<file path="src/rtl/bpa_pkg.sv">
package bpa_pkg;

    // Widths of the request and response fields
    localparam int unsigned SIZE_W     = 32;
    localparam int unsigned IO_POOL_W  = 8;
    localparam int unsigned IO_OFF_W   = 32;
    localparam int unsigned STATUS_W   = 3;

    // Defaults for the top level parameters
    localparam int unsigned FREE_SLOTS_DEF  = 16;
    localparam int unsigned OFFSET_BITS_DEF = 32;
    localparam int unsigned POOL_BITS_DEF   = 8;

    // Pool size after reset
    localparam logic [SIZE_W-1:0] POOL_BYTES_RESET = 32'd409600000;

    typedef enum logic
    {
        OP_ALLOC = 1'b0,
        OP_FREE  = 1'b1
    } op_t;

    typedef enum logic [STATUS_W-1:0]
    {
        ST_BUMPED    = 3'd0,
        ST_REUSED    = 3'd1,
        ST_NEWPOOL   = 3'd2,
        ST_RECORDED  = 3'd3,
        ST_DUPLICATE = 3'd4,
        ST_FULL      = 3'd5,
        ST_REFUSED   = 3'd6
    } status_t;

    typedef struct packed
    {
        op_t                   opcode;
        logic [SIZE_W-1:0]     block_size;
        logic [IO_POOL_W-1:0]  block_pool;
        logic [IO_OFF_W-1:0]   block_offset;
    } req_t;

    typedef struct packed
    {
        logic [IO_POOL_W-1:0]  result_pool;
        logic [IO_OFF_W-1:0]   result_offset;
        status_t               status;
    } rsp_t;

    // Control flags of the scan token walking down the slot chain
    typedef struct packed
    {
        logic active;
        logic hit;
        logic empty_hit;
    } tok_ctl_t;

endpackage

</file>
<file path="src/rtl/bump_pool_allocator_free_table_top.sv">
// Pool allocator with an exact-fit table of freed blocks.
//
// Request channel: drive request and pulse start while busy is low; the
// request is taken at that edge and busy rises the next cycle. Allocate
// requests reuse the lowest table entry of equal size, otherwise carve from
// the current pool (opening the next pool when the head would reach the
// limit, refused if neither fits). A new free fills the lowest empty entry.
// Response channel: done is high for exactly one cycle with response valid;
// the receiver cannot stall, so the response must be captured then.
// Configuration: cfg_we writes cfg_data into the pool size register; write
// only while busy is low and no response is pending.
// Sequencing: one request is in flight at a time, as start is taken only
// while busy is low. A scan token walks the chain of FREE_SLOTS slot cells
// one cell per cycle; launch_reg starts it, and the outcome is resolved and
// the pool state updated as it leaves the last cell.
// Reset: asynchronous, active low; the table is empty, head and pool are
// zero and the pool size returns to 409600000 bytes.
module bump_pool_allocator_free_table_top #(
    parameter int unsigned FREE_SLOTS  = bpa_pkg::FREE_SLOTS_DEF,
    parameter int unsigned OFFSET_BITS = bpa_pkg::OFFSET_BITS_DEF,
    parameter int unsigned POOL_BITS   = bpa_pkg::POOL_BITS_DEF
) (
    input  logic                        clk,
    input  logic                        rst_n,
    input  logic                        start,
    output logic                        busy,
    input  bpa_pkg::req_t               request,
    output logic                        done,
    output bpa_pkg::rsp_t               response,
    input  logic                        cfg_we,
    input  logic [bpa_pkg::SIZE_W-1:0]  cfg_data
);
    import bpa_pkg::*;

    localparam int unsigned IDX_W   = $clog2(FREE_SLOTS);
    localparam int unsigned PLACE_W = POOL_BITS + OFFSET_BITS;
    localparam int unsigned LIM_W   = ((OFFSET_BITS > SIZE_W) ? OFFSET_BITS : SIZE_W) + 1;
    localparam logic [LIM_W-1:0] LIM_CAP   = LIM_W'(1) << OFFSET_BITS;
    localparam logic [LIM_W-1:0] LIM_RESET =
        (LIM_W'(POOL_BYTES_RESET) > LIM_CAP) ? LIM_CAP : LIM_W'(POOL_BYTES_RESET);

    typedef enum logic
    {
        S_IDLE,
        S_SCAN
    } state_t;

    state_t                  state_reg;
    state_t                  state_next;
    logic                    launch_reg;
    logic                    done_reg;
    logic                    done_next;
    rsp_t                    rsp_reg;
    rsp_t                    rsp_next;
    logic [LIM_W-1:0]        lim_reg;
    logic [LIM_W-1:0]        lim_next;
    logic [OFFSET_BITS-1:0]  head_reg;
    logic [OFFSET_BITS-1:0]  head_next;
    logic [POOL_BITS-1:0]    pool_reg;
    logic [POOL_BITS-1:0]    pool_next;
    op_t                     req_op_reg;
    logic [SIZE_W-1:0]       req_size_reg;
    logic [PLACE_W-1:0]      req_place_reg;

    logic                    accept;
    logic                    finish;
    logic                    wr_en;
    logic [LIM_W-1:0]        sum;
    logic [LIM_W-1:0]        size_ext;
    logic [POOL_BITS-1:0]    hit_pool;
    logic [OFFSET_BITS-1:0]  hit_off;
    logic [POOL_BITS-1:0]    pool_inc;

    tok_ctl_t                tok_ctl   [FREE_SLOTS+1];
    logic [PLACE_W-1:0]      tok_place [FREE_SLOTS+1];
    logic [IDX_W-1:0]        tok_idx   [FREE_SLOTS+1];

    assign accept = start && (state_reg == S_IDLE);
    assign busy   = (state_reg != S_IDLE);
    assign finish = (state_reg == S_SCAN) && tok_ctl[FREE_SLOTS].active;

    // Launch a fresh token into the first cell
    assign tok_ctl[0]   = '{active: launch_reg, hit: 1'b0, empty_hit: 1'b0};
    assign tok_place[0] = '0;
    assign tok_idx[0]   = '0;

    // Slot cell chain
    for (genvar g = 0; g < FREE_SLOTS; g++)
    begin : g_cell
        bpa_cell #(
            .SLOT_IDX (g),
            .IDX_W    (IDX_W),
            .PLACE_W  (PLACE_W)
        ) u_cell (
            .clk           (clk),
            .rst_n         (rst_n),
            .opcode        (req_op_reg),
            .req_size      (req_size_reg),
            .req_place     (req_place_reg),
            .wr_en         (wr_en),
            .wr_idx        (tok_idx[FREE_SLOTS]),
            .tok_in        (tok_ctl[g]),
            .tok_place_in  (tok_place[g]),
            .tok_idx_in    (tok_idx[g]),
            .tok_out       (tok_ctl[g+1]),
            .tok_place_out (tok_place[g+1]),
            .tok_idx_out   (tok_idx[g+1])
        );
    end

    // Clip the configured pool size to the offset range
    assign lim_next = (LIM_W'(cfg_data) > LIM_CAP) ? LIM_CAP : LIM_W'(cfg_data);

    assign size_ext = LIM_W'(req_size_reg);
    assign sum      = LIM_W'(head_reg) + size_ext;
    assign hit_pool = tok_place[FREE_SLOTS][PLACE_W-1:OFFSET_BITS];
    assign hit_off  = tok_place[FREE_SLOTS][OFFSET_BITS-1:0];
    assign pool_inc = pool_reg + POOL_BITS'(1);

    // Record a free in the first empty slot found by the token
    assign wr_en = finish && (req_op_reg == OP_FREE) && !tok_ctl[FREE_SLOTS].hit
                   && tok_ctl[FREE_SLOTS].empty_hit;

    // Resolve the request once the token leaves the last cell
    always_comb
    begin
        state_next = state_reg;
        done_next  = 1'b0;
        rsp_next   = rsp_reg;
        head_next  = head_reg;
        pool_next  = pool_reg;
        case (state_reg)
            S_IDLE:
            begin
                if (accept)
                begin
                    state_next = S_SCAN;
                end
            end
            S_SCAN:
            begin
                if (finish)
                begin
                    state_next = S_IDLE;
                    done_next  = 1'b1;
                    rsp_next   = '{result_pool: '0, result_offset: '0, status: ST_REFUSED};
                    if (req_op_reg == OP_ALLOC)
                    begin
                        if (tok_ctl[FREE_SLOTS].hit)
                        begin
                            rsp_next.result_pool   = IO_POOL_W'(hit_pool);
                            rsp_next.result_offset = IO_OFF_W'(hit_off);
                            rsp_next.status        = ST_REUSED;
                        end
                        else if (size_ext > lim_reg)
                        begin
                            rsp_next.status = ST_REFUSED;
                        end
                        else if (sum >= lim_reg)
                        begin
                            if (pool_reg != '1)
                            begin
                                pool_next            = pool_inc;
                                head_next            = OFFSET_BITS'(req_size_reg);
                                rsp_next.result_pool = IO_POOL_W'(pool_inc);
                                rsp_next.status      = ST_NEWPOOL;
                            end
                        end
                        else
                        begin
                            head_next              = OFFSET_BITS'(sum);
                            rsp_next.result_pool   = IO_POOL_W'(pool_reg);
                            rsp_next.result_offset = IO_OFF_W'(head_reg);
                            rsp_next.status        = ST_BUMPED;
                        end
                    end
                    else if (tok_ctl[FREE_SLOTS].hit)
                    begin
                        rsp_next.status = ST_DUPLICATE;
                    end
                    else if (!tok_ctl[FREE_SLOTS].empty_hit)
                    begin
                        rsp_next.status = ST_FULL;
                    end
                    else
                    begin
                        rsp_next.status = ST_RECORDED;
                    end
                end
            end
            default:
            begin
                state_next = S_IDLE;
            end
        endcase
    end

    // Hold state, pool bookkeeping and registered outputs
    always_ff @(posedge clk or negedge rst_n)
    begin
        if (!rst_n)
        begin
            state_reg  <= S_IDLE;
            launch_reg <= 1'b0;
            done_reg   <= 1'b0;
            rsp_reg    <= '{result_pool: '0, result_offset: '0, status: ST_BUMPED};
            lim_reg    <= LIM_RESET;
            head_reg   <= '0;
            pool_reg   <= '0;
        end
        else
        begin
            state_reg  <= state_next;
            launch_reg <= accept;
            done_reg   <= done_next;
            rsp_reg    <= rsp_next;
            head_reg   <= head_next;
            pool_reg   <= pool_next;
            if (cfg_we)
            begin
                lim_reg <= lim_next;
            end
        end
    end

    // Latch the request, masking pool and offset to the configured widths
    always_ff @(posedge clk)
    begin
        if (accept)
        begin
            req_op_reg    <= request.opcode;
            req_size_reg  <= request.block_size;
            req_place_reg <= {POOL_BITS'(request.block_pool),
                              OFFSET_BITS'(request.block_offset)};
        end
    end

    assign done     = done_reg;
    assign response = rsp_reg;

    a_result_timing: assert property (@(posedge clk) disable iff (!rst_n)
        (start && !busy) |-> ##(FREE_SLOTS+2) done)
        else $error("response strobe missing after scan");

    a_done_idle: assert property (@(posedge clk) disable iff (!rst_n)
        done |-> !busy)
        else $error("response while a request is in flight");

    a_token_scan: assert property (@(posedge clk) disable iff (!rst_n)
        tok_ctl[FREE_SLOTS].active |-> (state_reg == S_SCAN))
        else $error("scan token out of place");

    a_write_free: assert property (@(posedge clk) disable iff (!rst_n)
        wr_en |=> (done && response.status == ST_RECORDED))
        else $error("slot written without a recorded free");

endmodule

</file>
<file path="src/rtl/bpa_cell.sv">
module bpa_cell #(
    parameter int unsigned SLOT_IDX = 0,
    parameter int unsigned IDX_W    = 4,
    parameter int unsigned PLACE_W  = 40
) (
    input  logic                          clk,
    input  logic                          rst_n,
    input  bpa_pkg::op_t                  opcode,
    input  logic [bpa_pkg::SIZE_W-1:0]    req_size,
    input  logic [PLACE_W-1:0]            req_place,
    input  logic                          wr_en,
    input  logic [IDX_W-1:0]              wr_idx,
    input  bpa_pkg::tok_ctl_t             tok_in,
    input  logic [PLACE_W-1:0]            tok_place_in,
    input  logic [IDX_W-1:0]              tok_idx_in,
    output bpa_pkg::tok_ctl_t             tok_out,
    output logic [PLACE_W-1:0]            tok_place_out,
    output logic [IDX_W-1:0]              tok_idx_out
);
    import bpa_pkg::*;

    localparam logic [IDX_W-1:0] MY_IDX = IDX_W'(SLOT_IDX);

    logic                valid_reg;
    logic                valid_next;
    logic [PLACE_W-1:0]  place_reg;
    logic [SIZE_W-1:0]   size_reg;
    logic                match;
    logic                take;
    logic                wr_here;
    tok_ctl_t            tok_ctl_reg;
    tok_ctl_t            tok_ctl_next;
    logic [PLACE_W-1:0]  tok_place_reg;
    logic [PLACE_W-1:0]  tok_place_next;
    logic [IDX_W-1:0]    tok_idx_reg;
    logic [IDX_W-1:0]    tok_idx_next;

    // Compare this slot against the request: size on allocate, place on free
    assign match   = valid_reg && ((opcode == OP_FREE) ? (place_reg == req_place)
                                                        : (size_reg == req_size));
    assign take    = tok_in.active && (opcode == OP_ALLOC) && match && !tok_in.hit;
    assign wr_here = wr_en && (wr_idx == MY_IDX);

    // Update the token as it passes this slot
    always_comb
    begin
        tok_ctl_next   = tok_in;
        tok_place_next = tok_place_in;
        tok_idx_next   = tok_idx_in;
        if (tok_in.active)
        begin
            tok_ctl_next.hit = tok_in.hit | match;
            if (take)
            begin
                tok_place_next = place_reg;
            end
            if (!valid_reg && !tok_in.empty_hit)
            begin
                tok_ctl_next.empty_hit = 1'b1;
                tok_idx_next           = MY_IDX;
            end
        end
    end

    // Set on record, drop on reuse
    always_comb
    begin
        valid_next = valid_reg;
        if (wr_here)
        begin
            valid_next = 1'b1;
        end
        else if (take)
        begin
            valid_next = 1'b0;
        end
    end

    always_ff @(posedge clk or negedge rst_n)
    begin
        if (!rst_n)
        begin
            valid_reg   <= 1'b0;
            tok_ctl_reg <= '0;
        end
        else
        begin
            valid_reg   <= valid_next;
            tok_ctl_reg <= tok_ctl_next;
        end
    end

    // Hold slot contents and token payload
    always_ff @(posedge clk)
    begin
        if (wr_here)
        begin
            place_reg <= req_place;
            size_reg  <= req_size;
        end
        tok_place_reg <= tok_place_next;
        tok_idx_reg   <= tok_idx_next;
    end

    assign tok_out       = tok_ctl_reg;
    assign tok_place_out = tok_place_reg;
    assign tok_idx_out   = tok_idx_reg;

endmodule
</file>
<file path="config.mk">
export PLATFORM = sky130hd
export DESIGN_NAME = bump_pool_allocator_free_table_top
export DESIGN_NICKNAME = d
export VERILOG_FILES = /design/src/rtl/bpa_pkg.sv /design/src/rtl/bump_pool_allocator_free_table_top.sv /design/src/rtl/bpa_cell.sv
export SDC_FILE = /design/constraint.sdc
export NUM_CORES = 2
export LEC_CHECK = 0
export BUFFER_PORTS_ARGS = -buffer_cell sky130_fd_sc_hd__buf_2
export CELL_PAD_IN_SITES_DETAIL_PLACEMENT = 1
export CELL_PAD_IN_SITES_GLOBAL_PLACEMENT = 1
export CORE_ASPECT_RATIO = 1.25
export CORE_MARGIN = 2
export CORE_UTILIZATION = 40
export DETAILED_ROUTE_END_ITERATION = 10
export GPL_TIMING_DRIVEN = 0
export PLACE_DENSITY = 0.68
export REMOVE_ABC_BUFFERS = 1
export SLEW_MARGIN = 0
export SYNTH_ARGS = -nofsm -noshare
export SYNTH_HDL_FRONTEND = slang
export SYNTH_SLANG_ARGS = --single-unit
export TNS_END_PERCENT = 30
</file>
<file path="constraint.sdc">
create_clock -name clk -period 12 [get_ports clk]
set_input_delay 1.2 -clock clk [delete_from_list [all_inputs] [get_ports clk]]
set_output_delay 1.2 -clock clk [all_outputs]
set_load 0.01 [all_outputs]
</file>
==> flow_metrics.env <==
export IMPL_insertion_delay_ns=0.85
export IMPL_synth_largest_area_cell="edfxtp_1"
export IMPL_antenna_found_initial=13
export IMPL_syn_to_final_growth_pct=18.93
export IMPL_rows=187
export IMPL_ant_nets=0
export IMPL_synth_ff_type="edfxtp_1"
export IMPL_p_leak_uw=0.03693
export IMPL_start_kind="register"
export IMPL_grt_ovfl_total=0
export IMPL_path_class="register to register"
export IMPL_synth_edf_count=1225
export IMPL_cts_buffers=206
export IMPL_die_area_sq_um=211300
export IMPL_crit_slowest_cell="nand2_1"
export IMPL_fin_crit_sh=0.6313
export IMPL_cts_tree="built"
export IMPL_seqPwrFrac=0.450
export IMPL_finalHoldWorstSlack_ns=0.4025
export IMPL_synthTopCellsByArea="edfxtp_1, dfxtp_1, xor2_1"
export IMPL_track_usage=0.2276
export IMPL_via_per_inst=5.305
export IMPL_status="complete, but fails checks"
export IMPL_wl_mm=243.1
export IMPL_wl_per_cell_um=27.48
export IMPL_portBuffers=153
export IMPL_cp_cell_sequence="buf_16, buf_16, ha_1, fa_1, a211oi_1, o21ai_1, o211a_1, o211ai_1, a31oi_1, or3_1, and2_1, ha_1, a21o_1, a21o_1, a211oi_1, nand4_1, o2111a_1, o21ai_2, nand2_1, a22oi_1"
export IMPL_dr_pass1_iters=10
export IMPL_clock_sinks=2096
export IMPL_synth_top_family_by_area="XOR/XNOR gates"
export IMPL_synth_cell_type_count=72
export IMPL_endpoint_kind="register"
export IMPL_cts_root_buf="clkbuf_16"
export IMPL_yosysWarnings=0
export IMPL_grt_max_degree=96
export IMPL_die_x_um=411.5
export IMPL_die_height_um=513.4
export IMPL_worst_pin_slew_ns=1.071
export IMPL_yosys_area_share_simple=0.05843
export IMPL_drcViolationCount=42
export IMPL_final_cell_mix="edfxtp_1, xor2_1, dfxtp_1, mux2_2, xnor2_1"
export IMPL_ys_async_sr_fraction=0.08683
export IMPL_maxCapViolations=0
export IMPL_dp_hpwl_mm=178.0
export IMPL_max_slew_margin=0.2795
export IMPL_cts_buffer_depth=3
export IMPL_clkPwrFrac=0.355
export IMPL_dr_total_vias=46940
export IMPL_cts_max_level=4
export IMPL_hold_class="input port to asynchronous set/reset pin"
export IMPL_grt_setup_unrepaired="no"
export IMPL_ctsResizeCount=0
export IMPL_grt_pass1_vias=50090
export IMPL_post_cts_buffers=0
export IMPL_tns_ns=0
export IMPL_start_util=0.4011
export IMPL_pwr_share_comb=0.195
export IMPL_place_gp_congestion=0.8487
export IMPL_cp_arrival_ns=8.30
export IMPL_min_period_ns=7.575
export IMPL_synth_compound_area_frac=0.03149
export IMPL_synth_adder_area_share=0.01486
export IMPL_synth_cells=5570
export IMPL_swShare=0.2863
export IMPL_report_final_setup_viol=0
export IMPL_critPathMaxStageDelay_ns=0.85
export IMPL_final_nets=6130
export IMPL_p_int_uw=13560
export IMPL_grt_pass1_wl_mm=352.5
export IMPL_synth_seq_cells=2096
export IMPL_violations="DRC"
export IMPL_synth_xor_area_frac=0.1242
export IMPL_netlist_area_sq_um=83050
export IMPL_hold_violations=0
export IMPL_synth_mux_area_frac=0.08357
export IMPL_ff2ff_path_depth=20
export IMPL_total_power_uw=19000
export IMPL_finClkSkew_ns=0.03379
export IMPL_drt_iter0_markers=3585
export IMPL_clkTransAtPathRegs_ns=0.06
export IMPL_crit_fanout=19
export IMPL_ys_seq_area_frac=0.6640
export IMPL_max_freq_mhz=132.0
export IMPL_boundaryPins=154
export IMPL_slew_violations=0
export IMPL_final_common_cell="edfxtp_1"
export IMPL_ctsHoldBuffers=0
export IMPL_syn_avg_cell_area_sq_um=14.91
export IMPL_power_switching_uw=5441
export IMPL_drive_above_1_share=0.2293
export IMPL_ir_drop_mv=0.1468
export IMPL_required_ns=12.73
export IMPL_power_density_nw_per_um2=192.4
export IMPL_core_area_sq_um=207100
export IMPL_synth_top_area_share=0.4430
==> metrics by stage <==
stage / setup WS, ns / util / cells / instance area, sq um
2_1_floorplan: 4.171 / - / 5306 / 81370
3_3_place_gp: -2.391 / 0.4132 / 8199 / 85560
3_5_place_dp: 4.516 / 0.4425 / 8455 / 91620
4_1_cts: 4.406 / 0.4769 / 8841 / 98750
5_1_grt: 4.201 / 0.4769 / 8843 / 98750
6_report: 4.425 / 0.4770 / 8848 / 98760
==> cell type report <==
cell class              count  area (sq um)
fillers                 19960        108300
flip-flops and latches   2096         55140
multi-input cells        3138         26150
repair buffers            409          6630
clock buffers             288          6003
well taps                2740          3428
clock inverters            98          1121
inverters                  72         270.3
diodes                      7         17.52
==> layer usage <==
layer,vias up,global-route usage,share of wire
met5,-,0,0.00017
met4,6,0.06834,0.028
met3,323,0.02500,0.036
met2,1071,0.4040,0.51
met1,24670,0.2899,0.42
li1,20880,-,-
==> worst max-delay path, delay by kind of cell, from the launching register on <==
family	cells	cell delay, ns
buf+inv	2	0.48
flops	1	0.68
fa+ha+maj	3	0.99
compound gates	11	3.61
simple gates	4	1.62
==> final timing paths <==
check	start	to	slack [ns]
worst max-delay path	req_size_reg[0]$_DFFE_PP_	response[40]$_DFFE_PN0P_	4.42
worst min-delay path	rst_n	lim_reg[31]$_DFFE_PN0P_	0.40
worst max register to register	req_size_reg[0]$_DFFE_PP_	response[40]$_DFFE_PN0P_	4.42
worst min register to register	g_cell[13].u_cell.tok_out[2]$_DFF_PN0_	g_cell[14].u_cell.tok_out[2]$_DFF_PN0_	0.40
max in group asynchronous	rst_n	g_cell[0].u_cell.tok_out[1]$_DFF_PN0_	10.60
min in group clk	g_cell[13].u_cell.tok_out[2]$_DFF_PN0_	g_cell[14].u_cell.tok_out[2]$_DFF_PN0_	0.40
==> synthesized netlist by cell type, types with 15 or more instances <==
cell	n
nand3_1	46
dfrtp_1	176
nor2b_1	20
mux2_2	564
buf_6	51
buf_4	42
dfxtp_1	689
or2_2	43
nand4_1	144
nand2_1	136
o21ai_0	92
a21o_1	58
xor2_1	869
nand2b_1	22
xnor2_1	309
mux2_1	39
buf_2	116
inv_1	72
a22o_1	34
nor4_1	234
nor3_1	52
mux2i_1	15
a31oi_1	20
ha_1	97
clkbuf_1	53
nor2_1	62
a21oi_1	79
and2_1	43
edfxtp_1	1225
==> power by group through the flow <==
stage	clock (uW)	combinational, uW	sequential, uW
floorplan	0	1790	8710
global placement	0	2430	9270
detailed placement	0	3670	8690
CTS	6840	3710	8540
global route	7100	4000	8580
finish	6740	3710	8540
==> cell families (layout without fill, tap and decap cells) <==
logic type	Yosys count	count (layout)
multiplexers	618	618
AO/OA/AOI/OAI	397	397
flip-flops	2096	2096
XOR/XNOR	1178	1178
adder cells (fa/ha/maj)	98	98
AND/OR/NAND/NOR	847	847
buffers and inverters	336	867
other	0	7
Note: power is estimated with default switching activity, not from simulation.
